<file path="src/rtl/page_mapping_cache_policy_macros.svh">
// ----------------------------------------------------------------------------
// Page mapping cache policy: assertion macros
// Shorthand for clocked checks, gated off while reset is held.
// ----------------------------------------------------------------------------
`ifndef PAGE_MAPPING_CACHE_POLICY_MACROS_SVH
`define PAGE_MAPPING_CACHE_POLICY_MACROS_SVH

// Consequent must hold in the same cycle as the antecedent
`define PMCP_ASSERT_NOW(label, clk, rstn, ante, cons, msg) \
    label: assert property (@(posedge clk) disable iff (!rstn) (ante) |-> (cons)) \
        else $error(msg);

// Consequent must hold in the cycle after the antecedent
`define PMCP_ASSERT_NEXT(label, clk, rstn, ante, cons, msg) \
    label: assert property (@(posedge clk) disable iff (!rstn) (ante) |=> (cons)) \
        else $error(msg);

`endif

</file>
<file path="src/rtl/pmcp_pkg.sv">
// ----------------------------------------------------------------------------
// Page mapping cache policy: shared package
// Payload types, command codes, status codes and defaults.
// ----------------------------------------------------------------------------
package pmcp_pkg;

    localparam int PMCP_ENTRIES     = 4;
    localparam int PMCP_QUEUE_DEPTH = 2;

    // Configuration register indexes
    localparam logic CFG_PAGE_SIZE    = 1'b0;
    localparam logic CFG_IDLE_TIMEOUT = 1'b1;

    localparam logic [1:0] PAGE_SIZE_RESET    = 2'd0;
    localparam logic [7:0] IDLE_TIMEOUT_RESET = 8'd2;

    // Page size codes (codes 2 and 3 behave as 64 KiB)
    localparam logic [1:0] PAGE_4K  = 2'd0;
    localparam logic [1:0] PAGE_16K = 2'd1;

    // Input operations
    localparam logic FUNC_LOOKUP = 1'b0;
    localparam logic FUNC_FLUSH  = 1'b1;

    // Command kinds passed from front to back
    localparam logic [1:0] KIND_LOOKUP   = 2'd0;
    localparam logic [1:0] KIND_FLUSH    = 2'd1;
    localparam logic [1:0] KIND_BADFRAME = 2'd2;

    // Result status codes
    localparam logic [2:0] STATUS_HIT        = 3'd0;
    localparam logic [2:0] STATUS_FILLED     = 3'd1;
    localparam logic [2:0] STATUS_BAD_FRAME  = 3'd2;
    localparam logic [2:0] STATUS_MAP_FAILED = 3'd3;
    localparam logic [2:0] STATUS_FLUSHED    = 3'd4;

    typedef struct packed {
        logic        func;
        logic [41:0] byte_addr;
        logic [16:0] req_bytes;
        logic [31:0] now_seconds;
        logic        frame_ok;
        logic        map_ok;
    } pmcp_in_t;

    typedef struct packed {
        logic [2:0]  status;
        logic [1:0]  slot;
        logic        evicted_live;
        logic [3:0]  expired_mask;
        logic [3:0]  cleared_mask;
        logic [15:0] read_offset;
        logic [16:0] read_len;
    } pmcp_out_t;

    typedef struct packed {
        logic [1:0]  kind;
        logic        map_ok;
        logic [29:0] page;
        logic [31:0] now;
        logic [15:0] offset;
        logic [16:0] len;
    } pmcp_cmd_t;

endpackage

</file>
<file path="src/rtl/pmcp_front.sv">
// ----------------------------------------------------------------------------
// Page mapping cache policy: front end
// Accepts requests, classifies them, splits the address into page and
// offset and clamps the read length; holds one command for the queue.
// ----------------------------------------------------------------------------
module pmcp_front import pmcp_pkg::*; (
    input  logic       aclk,
    input  logic       aresetn,
    input  logic [1:0] page_size_code,
    input  logic       s_valid,
    output logic       s_ready,
    input  pmcp_in_t   s_data,
    output logic       cmd_valid,
    input  logic       cmd_ready,
    output pmcp_cmd_t  cmd_data
);

    logic       cmd_valid_reg;
    logic       cmd_valid_next;
    pmcp_cmd_t  cmd_reg;
    pmcp_cmd_t  cmd_next;
    logic       load;
    logic [16:0] psize;
    logic [29:0] page;
    logic [15:0] offset;
    logic [17:0] span;

    assign s_ready = !cmd_valid_reg || cmd_ready;
    assign load    = s_valid && s_ready;

    always_comb begin
        unique case (page_size_code)
            PAGE_4K: begin
                psize = 17'h01000;
                page  = s_data.byte_addr[41:12];
            end
            PAGE_16K: begin
                psize = 17'h04000;
                page  = {2'b00, s_data.byte_addr[41:14]};
            end
            default: begin
                psize = 17'h10000;
                page  = {4'b0000, s_data.byte_addr[41:16]};
            end
        endcase
    end

    assign offset = s_data.byte_addr[15:0] & 16'(psize - 17'd1);
    assign span   = {2'b00, offset} + {1'b0, s_data.req_bytes};

    always_comb begin
        cmd_next        = cmd_reg;
        cmd_next.map_ok = s_data.map_ok;
        cmd_next.page   = page;
        cmd_next.now    = s_data.now_seconds;
        cmd_next.offset = offset;
        // clamp to the page end
        if (span > {1'b0, psize}) begin
            cmd_next.len = psize - {1'b0, offset};
        end else begin
            cmd_next.len = s_data.req_bytes;
        end
        priority if (s_data.func == FUNC_FLUSH) begin
            cmd_next.kind = KIND_FLUSH;
        end else if (!s_data.frame_ok) begin
            cmd_next.kind = KIND_BADFRAME;
        end else begin
            cmd_next.kind = KIND_LOOKUP;
        end
    end

    always_comb begin
        cmd_valid_next = cmd_valid_reg;
        if (load) begin
            cmd_valid_next = 1'b1;
        end else if (cmd_ready) begin
            cmd_valid_next = 1'b0;
        end
    end

    always_ff @(posedge aclk) begin
        if (!aresetn) begin
            cmd_valid_reg <= 1'b0;
        end else begin
            cmd_valid_reg <= cmd_valid_next;
        end
    end

    always_ff @(posedge aclk) begin
        if (load) begin
            cmd_reg <= cmd_next;
        end
    end

    assign cmd_valid = cmd_valid_reg;
    assign cmd_data  = cmd_reg;

endmodule

</file>
<file path="src/rtl/pmcp_queue.sv">
// ----------------------------------------------------------------------------
// Page mapping cache policy: command queue
// Short first-in first-out buffer between the front end and the walker.
// ----------------------------------------------------------------------------
module pmcp_queue import pmcp_pkg::*; #(
    parameter int DEPTH = PMCP_QUEUE_DEPTH
) (
    input  logic      aclk,
    input  logic      aresetn,
    input  logic      wr_valid,
    output logic      wr_ready,
    input  pmcp_cmd_t wr_data,
    output logic      rd_valid,
    input  logic      rd_ready,
    output pmcp_cmd_t rd_data
);

    localparam int PTR_W = $clog2(DEPTH);
    localparam int CNT_W = $clog2(DEPTH + 1);

    pmcp_cmd_t          store [DEPTH];
    logic [PTR_W-1:0]   wr_ptr_reg;
    logic [PTR_W-1:0]   wr_ptr_next;
    logic [PTR_W-1:0]   rd_ptr_reg;
    logic [PTR_W-1:0]   rd_ptr_next;
    logic [CNT_W-1:0]   count_reg;
    logic [CNT_W-1:0]   count_next;
    logic               push;
    logic               pop;

    assign wr_ready = count_reg != CNT_W'(DEPTH);
    assign rd_valid = count_reg != '0;
    assign push     = wr_valid && wr_ready;
    assign pop      = rd_valid && rd_ready;
    assign rd_data  = store[rd_ptr_reg];

    always_comb begin
        wr_ptr_next = wr_ptr_reg;
        rd_ptr_next = rd_ptr_reg;
        count_next  = count_reg;
        if (push) begin
            wr_ptr_next = (wr_ptr_reg == PTR_W'(DEPTH - 1)) ? '0 : wr_ptr_reg + 1'b1;
        end
        if (pop) begin
            rd_ptr_next = (rd_ptr_reg == PTR_W'(DEPTH - 1)) ? '0 : rd_ptr_reg + 1'b1;
        end
        if (push && !pop) begin
            count_next = count_reg + 1'b1;
        end else if (pop && !push) begin
            count_next = count_reg - 1'b1;
        end
    end

    always_ff @(posedge aclk) begin
        if (!aresetn) begin
            wr_ptr_reg <= '0;
            rd_ptr_reg <= '0;
            count_reg  <= '0;
        end else begin
            wr_ptr_reg <= wr_ptr_next;
            rd_ptr_reg <= rd_ptr_next;
            count_reg  <= count_next;
        end
    end

    always_ff @(posedge aclk) begin
        if (push) begin
            store[wr_ptr_reg] <= wr_data;
        end
    end

endmodule

</file>
<file path="src/rtl/pmcp_back.sv">
// ----------------------------------------------------------------------------
// Page mapping cache policy: entry walker
// Holds the entries, walks them one per cycle for a lookup, fills a mapped
// miss, clears on a flush and registers the result for the output channel.
// ----------------------------------------------------------------------------
`include "page_mapping_cache_policy_macros.svh"

module pmcp_back import pmcp_pkg::*; #(
    parameter int ENTRIES = PMCP_ENTRIES
) (
    input  logic       aclk,
    input  logic       aresetn,
    input  logic [7:0] idle_timeout,
    input  logic       q_valid,
    output logic       q_ready,
    input  pmcp_cmd_t  q_data,
    output logic       m_valid,
    input  logic       m_ready,
    output pmcp_out_t  m_data
);

    localparam int IDX_W = $clog2(ENTRIES);

    localparam logic [1:0] ST_IDLE = 2'd0;
    localparam logic [1:0] ST_WALK = 2'd1;
    localparam logic [1:0] ST_DONE = 2'd2;

    logic [1:0]         state_reg, state_next;
    logic [IDX_W-1:0]   idx_reg, idx_next;
    pmcp_cmd_t          cmd_reg, cmd_next;
    logic               hit_reg, hit_next;
    logic [IDX_W-1:0]   hit_idx_reg, hit_idx_next;
    logic               empty_found_reg, empty_found_next;
    logic [IDX_W-1:0]   empty_idx_reg, empty_idx_next;
    logic [IDX_W-1:0]   oldest_idx_reg, oldest_idx_next;
    logic [31:0]        oldest_time_reg, oldest_time_next;
    logic [3:0]         expired_reg, expired_next;
    logic [ENTRIES-1:0] valid_reg, valid_next;
    logic               m_valid_reg, m_valid_next;
    pmcp_out_t          m_data_reg, m_data_next;

    logic [29:0]        page_mem [ENTRIES];
    logic [31:0]        last_mem [ENTRIES];

    logic               rd_valid;
    logic [29:0]        rd_page;
    logic [31:0]        rd_last;
    logic               page_match;
    logic [32:0]        age;
    logic               stale;
    logic               older;
    logic               idx_last;
    logic [4:0]         idx_ext;
    logic [4:0]         hit_ext;
    logic [4:0]         pick_ext;
    logic [IDX_W-1:0]   pick_idx;
    logic [ENTRIES+3:0] valid_ext;
    logic               out_free;
    logic               out_load;
    logic               last_we;
    logic               page_we;
    logic [IDX_W-1:0]   wr_idx;

    assign rd_valid   = valid_reg[idx_reg];
    assign rd_page    = page_mem[idx_reg];
    assign rd_last    = last_mem[idx_reg];
    assign page_match = rd_page == cmd_reg.page;
    assign age        = {1'b0, cmd_reg.now} - {1'b0, rd_last};
    assign stale      = !age[32] && (age[31:0] > {24'd0, idle_timeout});
    assign older      = rd_last < oldest_time_reg;
    assign idx_last   = idx_reg == IDX_W'(ENTRIES - 1);
    assign pick_idx   = empty_found_reg ? empty_idx_reg : oldest_idx_reg;
    assign idx_ext    = 5'(idx_reg);
    assign hit_ext    = 5'(hit_idx_reg);
    assign pick_ext   = 5'(pick_idx);
    assign valid_ext  = {4'b0000, valid_reg};
    assign out_free   = !m_valid_reg || m_ready;
    assign q_ready    = state_reg == ST_IDLE;

    always_comb begin
        state_next       = state_reg;
        idx_next         = idx_reg;
        cmd_next         = cmd_reg;
        hit_next         = hit_reg;
        hit_idx_next     = hit_idx_reg;
        empty_found_next = empty_found_reg;
        empty_idx_next   = empty_idx_reg;
        oldest_idx_next  = oldest_idx_reg;
        oldest_time_next = oldest_time_reg;
        expired_next     = expired_reg;
        valid_next       = valid_reg;
        m_data_next      = m_data_reg;
        out_load         = 1'b0;
        last_we          = 1'b0;
        page_we          = 1'b0;
        wr_idx           = idx_reg;

        unique case (state_reg)
            ST_IDLE: begin
                if (q_valid) begin
                    cmd_next         = q_data;
                    idx_next         = '0;
                    hit_next         = 1'b0;
                    empty_found_next = 1'b0;
                    oldest_idx_next  = '0;
                    oldest_time_next = q_data.now;
                    expired_next     = '0;
                    state_next       = (q_data.kind == KIND_LOOKUP) ? ST_WALK : ST_DONE;
                end
            end
            ST_WALK: begin
                if (rd_valid && page_match) begin
                    // first hit ends the walk and refreshes the entry
                    hit_next     = 1'b1;
                    hit_idx_next = idx_reg;
                    last_we      = 1'b1;
                    state_next   = ST_DONE;
                end else begin
                    if (rd_valid) begin
                        if (older) begin
                            oldest_time_next = rd_last;
                            oldest_idx_next  = idx_reg;
                        end
                        if (stale) begin
                            valid_next[idx_reg] = 1'b0;
                            empty_found_next    = 1'b1;
                            empty_idx_next      = idx_reg;
                            if (idx_ext < 5'd4) begin
                                expired_next[idx_ext[1:0]] = 1'b1;
                            end
                        end
                    end else if (!empty_found_reg) begin
                        empty_found_next = 1'b1;
                        empty_idx_next   = idx_reg;
                    end
                    if (idx_last) begin
                        state_next = ST_DONE;
                    end else begin
                        idx_next = idx_reg + 1'b1;
                    end
                end
            end
            ST_DONE: begin
                if (out_free) begin
                    out_load    = 1'b1;
                    state_next  = ST_IDLE;
                    m_data_next = '0;
                    unique case (cmd_reg.kind)
                        KIND_FLUSH: begin
                            m_data_next.status       = STATUS_FLUSHED;
                            m_data_next.cleared_mask = valid_ext[3:0];
                            valid_next               = '0;
                        end
                        KIND_LOOKUP: begin
                            m_data_next.expired_mask = expired_reg;
                            m_data_next.read_offset  = cmd_reg.offset;
                            m_data_next.read_len     = cmd_reg.len;
                            if (hit_reg) begin
                                m_data_next.status = STATUS_HIT;
                                m_data_next.slot   = hit_ext[1:0];
                            end else begin
                                m_data_next.slot         = pick_ext[1:0];
                                m_data_next.evicted_live = valid_reg[pick_idx];
                                wr_idx                   = pick_idx;
                                if (cmd_reg.map_ok) begin
                                    m_data_next.status   = STATUS_FILLED;
                                    valid_next[pick_idx] = 1'b1;
                                    last_we              = 1'b1;
                                    page_we              = 1'b1;
                                end else begin
                                    m_data_next.status      = STATUS_MAP_FAILED;
                                    m_data_next.read_offset = '0;
                                    m_data_next.read_len    = '0;
                                    valid_next[pick_idx]    = 1'b0;
                                end
                            end
                        end
                        default: begin
                            m_data_next.status = STATUS_BAD_FRAME;
                        end
                    endcase
                end
            end
            default: begin
                state_next = ST_IDLE;
            end
        endcase
    end

    always_comb begin
        m_valid_next = m_valid_reg;
        if (out_load) begin
            m_valid_next = 1'b1;
        end else if (m_ready) begin
            m_valid_next = 1'b0;
        end
    end

    always_ff @(posedge aclk) begin
        if (!aresetn) begin
            state_reg   <= ST_IDLE;
            valid_reg   <= '0;
            m_valid_reg <= 1'b0;
        end else begin
            state_reg   <= state_next;
            valid_reg   <= valid_next;
            m_valid_reg <= m_valid_next;
        end
    end

    always_ff @(posedge aclk) begin
        idx_reg         <= idx_next;
        cmd_reg         <= cmd_next;
        hit_reg         <= hit_next;
        hit_idx_reg     <= hit_idx_next;
        empty_found_reg <= empty_found_next;
        empty_idx_reg   <= empty_idx_next;
        oldest_idx_reg  <= oldest_idx_next;
        oldest_time_reg <= oldest_time_next;
        expired_reg     <= expired_next;
        m_data_reg      <= m_data_next;
    end

    always_ff @(posedge aclk) begin
        if (last_we) begin
            last_mem[wr_idx] <= cmd_reg.now;
        end
        if (page_we) begin
            page_mem[wr_idx] <= cmd_reg.page;
        end
    end

    assign m_valid = m_valid_reg;
    assign m_data  = m_data_reg;

    `PMCP_ASSERT_NOW(a_walk_in_range, aclk, aresetn, state_reg == ST_WALK, idx_ext < 5'(ENTRIES), "walk index beyond last entry")
    `PMCP_ASSERT_NEXT(a_pop_starts, aclk, aresetn, q_valid && q_ready, state_reg != ST_IDLE, "command taken but walker idle")
    `PMCP_ASSERT_NEXT(a_hit_ends_walk, aclk, aresetn, (state_reg == ST_WALK) && rd_valid && page_match, (state_reg == ST_DONE) && hit_reg, "hit did not end the walk")
    `PMCP_ASSERT_NEXT(a_flush_empties, aclk, aresetn, out_load && (cmd_reg.kind == KIND_FLUSH), valid_reg == '0, "entries left valid after flush")
    `PMCP_ASSERT_NEXT(a_fill_valid, aclk, aresetn, out_load && (cmd_reg.kind == KIND_LOOKUP) && !hit_reg && cmd_reg.map_ok, valid_reg[$past(pick_idx)], "filled entry not valid")

endmodule

</file>
<file path="src/rtl/page_mapping_cache_policy.sv">
// ----------------------------------------------------------------------------
// Page mapping cache policy: top level
// Fully associative cache of page mappings with LRU fill and idle timeout.
// ----------------------------------------------------------------------------
// Requests enter on s_valid/s_ready with s_data (lookup or flush); one result
// per request leaves on m_valid/m_ready with m_data, in request order.
// Page size and idle timeout are set through cfg_wr_en/cfg_index/cfg_wdata;
// the user writes them only while no request is in flight (not enforced).
// A lookup passes through the classify register, the command queue, the
// walk (one entry per cycle) and the install/result register; a hit stops
// the walk early, and flushes and refused frames skip the walk. The walker
// takes the next command only once the current result is loaded into the
// output register.
// A two-deep command queue sits between classification and the walker, so
// requests keep being taken while the walker is busy or the result waits.
// Reset (aresetn low, synchronous) empties the queue, invalidates every
// entry and restores page size 4 KiB and a timeout of 2 seconds.
// When the receiver holds m_ready low the result is held steady; the walker
// then stalls, the queue fills and s_ready drops.
// ----------------------------------------------------------------------------
module page_mapping_cache_policy import pmcp_pkg::*; #(
    parameter int ENTRIES     = PMCP_ENTRIES,
    parameter int QUEUE_DEPTH = PMCP_QUEUE_DEPTH
) (
    input  logic       aclk,
    input  logic       aresetn,
    input  logic       cfg_wr_en,
    input  logic       cfg_index,
    input  logic [7:0] cfg_wdata,
    input  logic       s_valid,
    output logic       s_ready,
    input  pmcp_in_t   s_data,
    output logic       m_valid,
    input  logic       m_ready,
    output pmcp_out_t  m_data
);

    logic [1:0] page_size_reg, page_size_next;
    logic [7:0] timeout_reg, timeout_next;
    logic       cmd_valid;
    logic       cmd_ready;
    pmcp_cmd_t  cmd_data;
    logic       q_valid;
    logic       q_ready;
    pmcp_cmd_t  q_data;

    always_comb begin
        page_size_next = page_size_reg;
        timeout_next   = timeout_reg;
        if (cfg_wr_en) begin
            unique case (cfg_index)
                CFG_PAGE_SIZE:    page_size_next = cfg_wdata[1:0];
                CFG_IDLE_TIMEOUT: timeout_next   = cfg_wdata;
            endcase
        end
    end

    always_ff @(posedge aclk) begin
        if (!aresetn) begin
            page_size_reg <= PAGE_SIZE_RESET;
            timeout_reg   <= IDLE_TIMEOUT_RESET;
        end else begin
            page_size_reg <= page_size_next;
            timeout_reg   <= timeout_next;
        end
    end

    pmcp_front u_front (
        .aclk           (aclk),
        .aresetn        (aresetn),
        .page_size_code (page_size_reg),
        .s_valid        (s_valid),
        .s_ready        (s_ready),
        .s_data         (s_data),
        .cmd_valid      (cmd_valid),
        .cmd_ready      (cmd_ready),
        .cmd_data       (cmd_data)
    );

    pmcp_queue #(
        .DEPTH (QUEUE_DEPTH)
    ) u_queue (
        .aclk     (aclk),
        .aresetn  (aresetn),
        .wr_valid (cmd_valid),
        .wr_ready (cmd_ready),
        .wr_data  (cmd_data),
        .rd_valid (q_valid),
        .rd_ready (q_ready),
        .rd_data  (q_data)
    );

    pmcp_back #(
        .ENTRIES (ENTRIES)
    ) u_back (
        .aclk         (aclk),
        .aresetn      (aresetn),
        .idle_timeout (timeout_reg),
        .q_valid      (q_valid),
        .q_ready      (q_ready),
        .q_data       (q_data),
        .m_valid      (m_valid),
        .m_ready      (m_ready),
        .m_data       (m_data)
    );

endmodule
</file>
<file path="config.mk">
export PLATFORM = sky130hd
export DESIGN_NAME = page_mapping_cache_policy
export DESIGN_NICKNAME = d
export VERILOG_FILES = /design/src/rtl/pmcp_pkg.sv /design/src/rtl/pmcp_front.sv /design/src/rtl/pmcp_queue.sv /design/src/rtl/pmcp_back.sv /design/src/rtl/page_mapping_cache_policy.sv
export VERILOG_INCLUDE_DIRS = /design/src /design/src/rtl
export SDC_FILE = /design/constraint.sdc
export NUM_CORES = 1
export LEC_CHECK = 0
export ABC_AREA = 1
export BUFFER_PORTS_ARGS = -buffer_cell sky130_fd_sc_hd__buf_2
export CORE_MARGIN = 3
export CORE_UTILIZATION = 35
export DETAILED_ROUTE_END_ITERATION = 16
export SYNTH_ARGS = -nofsm -noshare
export SYNTH_HDL_FRONTEND = slang
export SYNTH_SLANG_ARGS = --single-unit
</file>
<file path="constraint.sdc">
create_clock -name aclk -period 6.6 [get_ports aclk]
set_input_delay 0.33 -clock aclk [delete_from_list [all_inputs] [get_ports aclk]]
set_output_delay 0.33 -clock aclk [all_outputs]
set_load 0.1 [all_outputs]
</file>
==> results of run 1 <==
[area by class of cell]
| class | instances | area, µm² | area share (%) |
|---|---|---|---|
| repair buffers | 248 | 1664 | 4.218 |
| multi-input cells | 1787 | 9787 | 24.81 |
| diodes | 3 | 7.507 | 0.01903 |
| clock inverters | 47 | 570.5 | 1.446 |
| clock buffers | 102 | 2147 | 5.442 |
| inverters | 312 | 1175 | 2.978 |
| flip-flops and latches | 758 | 22520 | 57.08 |
| well taps | 1265 | 1583 | 4.012 |
[critical path, stage by stage (launching register included)]
cell and delay, ns:
dfxtp_2 0.77, inv_2 0.30, buf_4 0.33, nand2_1 0.10, o21ai_1 0.14, ha_1 0.26, fa_1 0.41, inv_1 0.12
nand2_1 0.07, nand3_1 0.13, xor2_1 0.18, ha_1 0.25, nand2_1 0.08, nor2_1 0.06, nand4_1 0.06, a21boi_0 0.36
nor2_1 0.08, nand3_1 0.08, nor2_1 0.06, nand3_1 0.09, nor2_1 0.04, nand2_1 0.07, nand2_1 0.14, a21oi_1 0.43
[placed cells by master, fill, tap and decap left out, types with 27 or more instances in the layout]
cell type      count
inv_1            305
a21oi_1           83
o21ai_0          103
xor2_1            28
nand2_1          796
buf_4             27
clkbuf_16         82
buf_2            156
nor3b_1           34
mux2_2            96
nand3_1          206
o22ai_1           27
dlygate4sd3_1     62
nor2_1           138
ha_1             102
edfxtp_1         733
[cell families after synthesis]
group	count (synthesis)	share of synthesized area [%]
DFF	758	66.69
xor gates and xnor gates	40	1.038
and+or+nand+nor	1292	16.41
buffers and inverters	397	4.574
muxes	96	3.203
adders and majority gates	104	3.899
AOI/OAI and AO/OA	255	4.185
[power groups by stage]
stage               Combinational (mW)  Clock [mW]  Sequential, mW
floorplan                         4.35           0            7.57
global placement                  6.66           0            7.23
detailed placement                6.70           0            7.24
CTS                               6.76        4.67            7.16
global route                      7.54        4.87            7.25
finish                            6.72        4.55            7.15
[repair_timing]
item	in CTS	in global routing
endpoints found under the hold margin	62	0
hold buffers	62	0
resized for setup	0	0
[metal layers]
metal | GRT usage [%] | part of all wire [%] | vias to the layer above
li1 | - | - | 10620
met1 | 21.96 | 46 | 10170
met2 | 25.01 | 44 | 551
met3 | 3.653 | 7.0 | 115
met4 | 4.316 | 2.3 | 0
met5 | 0 | 0 | -
[final timing paths]
| check | start | end | slack (ns) | cells past startpoint |
|---|---|---|---|---|
| setup / recovery | flip-flop | u_back.expired_reg[3] | 1.63 | 23 |
| hold / removal | s_data[1] | u_front.cmd_data[97] | 0.01 | 2 |
| setup reg to reg | flip-flop | u_back.expired_reg[3] | 1.63 | 23 |
| hold reg to reg | u_front.cmd_data[29] | u_queue.store[0][29] | 0.42 | 0 |
==> run_results.csv, run 1 <==
group,metric,value,unit
timing,worst_pin_slew,1.201,ns
timing,tns,0,ns
grt,grt_max_degree,101,
cells_and_area,drive_gt1_share,13.83,%
pwr,p_int,11.21,mW
synthesis,synth.top_cells.by_count,"nand2_1, edfxtp_1, inv_1",
drt,vias,21460,
grt,gr-total-overflow,0,
synthesis,yosysMostFrequentCell,"nand2_1",
clock_tree,clockBufferDepth,3,
critical_path,worstPathMaxFanout,24,
pwr,combPwrFrac,36.5,%
place,portBuffers,156,
synthesis,yosys.cell_types.count,51,
floorplanning,die_h,316.6,µm
timing,timing.fmax,201.1,MHz
floorplanning,pin_count,157,
pwr,clockPowerShare,24.7,%
timing,fin_ws,1.627,ns
place,placed_area,36110,µm²
timing,setup-violations-final,0,
cells_and_area,largest_register_ffs,196,
synthesis,ys_seq_area_share,66.69,%
run_status,outcome,"complete, no violations",
synthesis,synthTopCellsByArea,"edfxtp_1, nand2_1, ha_1, inv_1, mux2_2",
pwr,ir_drop,0.3108,mV
drt,post-route-drc-count,0,
clock_tree,cts_setup_buffers,0,
cells_and_area,final_core_util,41.40,%
clock_tree,cts_sinks,758,
grt,grtUsageTotal,15.84,%
synthesis,synth_edf_count,733,
pwr,powerDensity,466.8,nW/µm²
place,routabilityCongestion,0.8870,
flow_run,cap_violations,0,
pwr,power,18.42,mW
critical_path,critPathArrivalTime,5.24,ns
cells_and_area,stdcell_count,4522,
clock_tree,cts_tree,"done",
synthesis,yosysTopAreaCell,"edfxtp_1",
floorplanning,initial_utilization,35.42,%
floorplanning,rows,113,
critical_path,crit_type,"flip-flop to flip-flop",
drt,ant_nets,0,
cells_and_area,areaGrowthSynthToFinish,16.88,%
critical_path,start_kind,"flip-flop",
floorplanning,die_x,316.6,µm
timing,slew_viol_final,0,
pwr,p_sw_share,39.15,%
drt,drt_iter0_markers,1491,
floorplanning,core,95290,µm²
clock_tree,cts-root-buf,"clkbuf_16",
timing,fin_crit,4.973,ns
timing,fin_crit_sh,75.34,%
timing,grt_setup_unrepaired,"no",
drt,avgRoutedWirePerCell,17.64,µm
timing,whs,0.01218,ns
synthesis,avgSynthCellArea,11.47,µm²
grt,antenna_found_initial,4,
pwr,p_seq_share,38.8,%
clock_tree,htree_num_levels,3,
grt,grt_pass1_vias,21230,
pwr,p_leak,15.57,nW
timing,relSlewSlack,19.72,%
cells_and_area,num-nets-final,3401,
cells_and_area,largest_register,"u_queue.store",
clock_tree,clock_latency,0.67,ns
timing,hold_viol,0,
cells_and_area,num-fill-cells,9087,
synthesis,postSynthCellCount,2942,
critical_path,cp-end-kind,"flip-flop",
synthesis,synth_fp_nets,3154,
cells_and_area,final_cell_area,39450,µm²
synthesis,synth.ff_latch_count,758,
place,place_ws,1.717,ns
drt,drtPass1Iterations,5,
place,dp_hpwl,53500,µm
synthesis,ys.flop_type,"edfxtp_1",
hold_path,hp-class,"input pin to flip-flop",
drt,wl,79750,µm
synthesis,yosysWarnings,0,
synthesis,synth_top_area_share,65.21,%
grt,grt_pass1_wl,122000,µm
synthesis,async_reset_ff_share,0,%
pwr,switching_power,7.211,mW
clock_tree,clkTransAtPathRegs,0.06,ns
drt,routed_via_density,4.745,
place,placedCellCount,4308,
cells_and_area,reg.largest.list,"u_queue.store x196, u_back.last_mem x128, u_back.page_mem x120",
clock_tree,cts_buffers,82,
timing,finalClockSkew,0.07923,ns
synthesis,synth.cell_area,33750,µm²
critical_path,required,6.87,ns
floorplanning,dieArea,100200,µm²
No activity file was read; power rests on OpenSTA's default activity.
==> run 2: changes to the inputs <==
==> constraint.sdc (replaced) <==
create_clock -name aclk -period 4.85 [get_ports aclk]
set_input_delay 0.2425 -clock aclk [delete_from_list [all_inputs] [get_ports aclk]]
set_output_delay 0.2425 -clock aclk [all_outputs]
set_load 0.1 [all_outputs]
==> run_results.csv, run 2 (synthesis results as in run 1) <==
group,metric,value,unit
place,portBuffers,156,
clock_tree,clockBufferDepth,3,
cells_and_area,num_antenna_cells,0,
clock_tree,cts_sinks,758,
critical_path,cp-end-kind,"flip-flop",
grt,grtUsageTotal,16.21,%
grt,grt_pass1_vias,21880,
drt,wl,80800,µm
critical_path,crit_chain,"nor2_1, inv_1, ha_1, nor2_1, ha_1, a21oi_1, o31ai_1, a21oi_1, o221ai_1, nor2_1, nand3b_1, nand2_4, nand2_4, nand2_1, nand2_1",
drt,drt_iter0_markers,1497,
critical_path,worstPathMaxFanout,18,
critical_path,crit_type,"flip-flop to flip-flop",
cells_and_area,reg.largest.list,"u_queue.store x196, u_back.last_mem x128, u_back.page_mem x120",
drt,routed_via_density,4.773,
critical_path,cp_slowest_cell,"nor2_1",
cells_and_area,layout_commonest_cell,"nand2_1",
floorplanning,pin_count,157,
grt,use_met3,3.046,%
place,place_ws,0.5419,ns
grt,gr-total-overflow,0,
drt,post-route-drc-count,0,
timing,grt_setup_unrepaired,"no",
timing,fin_crit,4.365,ns
cells_and_area,num-nets-final,3452,
floorplanning,die_h,316.6,µm
place,dp_hpwl,53960,µm
critical_path,cp_top_family,"simple AND/OR/NAND/NOR gates",
grt,met1_usage,22.60,%
clock_tree,cts_setup_buffers,0,
grt,grt_pass1_wl,125100,µm
critical_path,crit_top_cell,"nor2_1",
place,placedCellCount,4318,
clock_tree,ctsResizeCount,0,
clock_tree,cts_buffers,81,
critical_path,critPathArrivalTime,4.76,ns
cells_and_area,areaGrowthSynthToFinish,18.26,%
hold_path,hp-class,"input pin to flip-flop",
timing,whs,0.07833,ns
floorplanning,core,95290,µm²
grt,grt_max_degree,103,
critical_path,cp_num_buf_inv,1,
cells_and_area,drive_gt1_share,14.13,%
floorplanning,rows,113,
timing,timing.fmax,229.1,MHz
place,routabilityCongestion,0.9359,
timing,finalClockSkew,0.06368,ns
timing,fin_ws,0.4848,ns
clock_tree,clkTransAtPathRegs,0.07,ns
clock_tree,htree_num_levels,3,
clock_tree,clock_latency,0.68,ns
drt,drtPass1Iterations,5,
run_status,outcome,"complete, no violations",
pwr,p_leak,15.78,nW
timing,fin_crit_sh,90.00,%
flow_run,cap_violations,0,
drt,ant_nets,0,
timing,worst_pin_slew,1.161,ns
timing,slew_viol_final,0,
floorplanning,initial_utilization,35.42,%
cells_and_area,final_cell_area,39920,µm²
cells_and_area,largest_register,"u_queue.store",
cells_and_area,stdcell_count,4570,
timing,hold_viol,0,
drt,avgRoutedWirePerCell,17.68,µm
floorplanning,dieArea,100200,µm²
clock_tree,cts_tree,"done",
timing,setup-violations-final,0,
pwr,ir_drop,0.4555,mV
cells_and_area,largest_register_ffs,196,
cells_and_area,final_cell_mix,"nand2_1, edfxtp_1, inv_1",
critical_path,slowest_delay,0.87,ns
grt,antenna_found_initial,1,
place,placed_area,36210,µm²
critical_path,required,5.25,ns
pwr,powerDensity,626.6,nW/µm²
drt,vias,21810,
floorplanning,die_x,316.6,µm
clock_tree,cts-root-buf,"clkbuf_16",
timing,tns,0,ns
grt,grt-busiest-layer,"met2",
grt,gr-usage-met2,26.16,%
critical_path,start_kind,"flip-flop",
timing,relSlewSlack,22.33,%
## run 2: cell count changes in the layout (fill, tap and decap cells not counted), moves of 2 or more
cell / change
bufinv_16: -3
clkinvlp_4: +4
clkinv_2: +5
dlygate4sd3_1: +42
clkinv_4: -2
buf_12: +2
buf_4: +8
diode_2: -3
clkbuf_8: +4
clkinv_1: -9
## run 2: per-stage QoR
step                      power, mW  util (%)
after floorplan               16.20         -
after CTS                     25.26     41.89
after global routing          26.73     41.89
after detailed placement      19.04     38.00
after global placement        18.99     38.00
final                         25.01     41.89
## run 2: final cells by class
class                   count  area, µm²
repair buffers            300       2185
multi-input cells        1787       9787
well taps                1265       1583
clock inverters            42      486.7
inverters                 312       1175
clock buffers             106       2181
flip-flops and latches    758      22520
fillers                  9003      55380
## run 2: worst paths after layout
path	depth (start not counted)	slack, ns	end	startpoint
max reg2reg	15	0.48	u_front.cmd_data[16]	page_size_reg[0]
max	15	0.48	u_front.cmd_data[16]	page_size_reg[0]
min reg2reg	0	0.43	u_queue.store[0][33]	u_front.cmd_data[33]
min	5	0.08	u_front.cmd_data[67]	s_data[67]
## run 2: timing repair
item,in CTS,in global routing
setup endpoints to repair,0,0
hold endpoints to repair,106,0
hold buffers,104,0
## run 2: routing by layer
layer / vias up / routed length, µm
li1: 10740 / -
met1: 10470 / 38180
met2: 503 / 36750
met3: 103 / 4350
met4: 2 / 1500
met5: - / 13
## run 2: where the power goes
| group | switching (mW) | internal [mW] |
|---|---|---|
| Clock | 2.62 | 3.45 |
| Sequential | 0.721 | 8.92 |
| Combinational | 6.46 | 2.84 |
## run 2: worst reg2reg max path: cells and delay by family, from the launching register on
kind                       cells  cell delay (ns)
AOI/OAI and AO/OA              4             0.71
adders and majority gates      2             0.68
buffers and inverters          1             0.17
DFF                            1             0.33
and+or+nand+nor                8             2.20
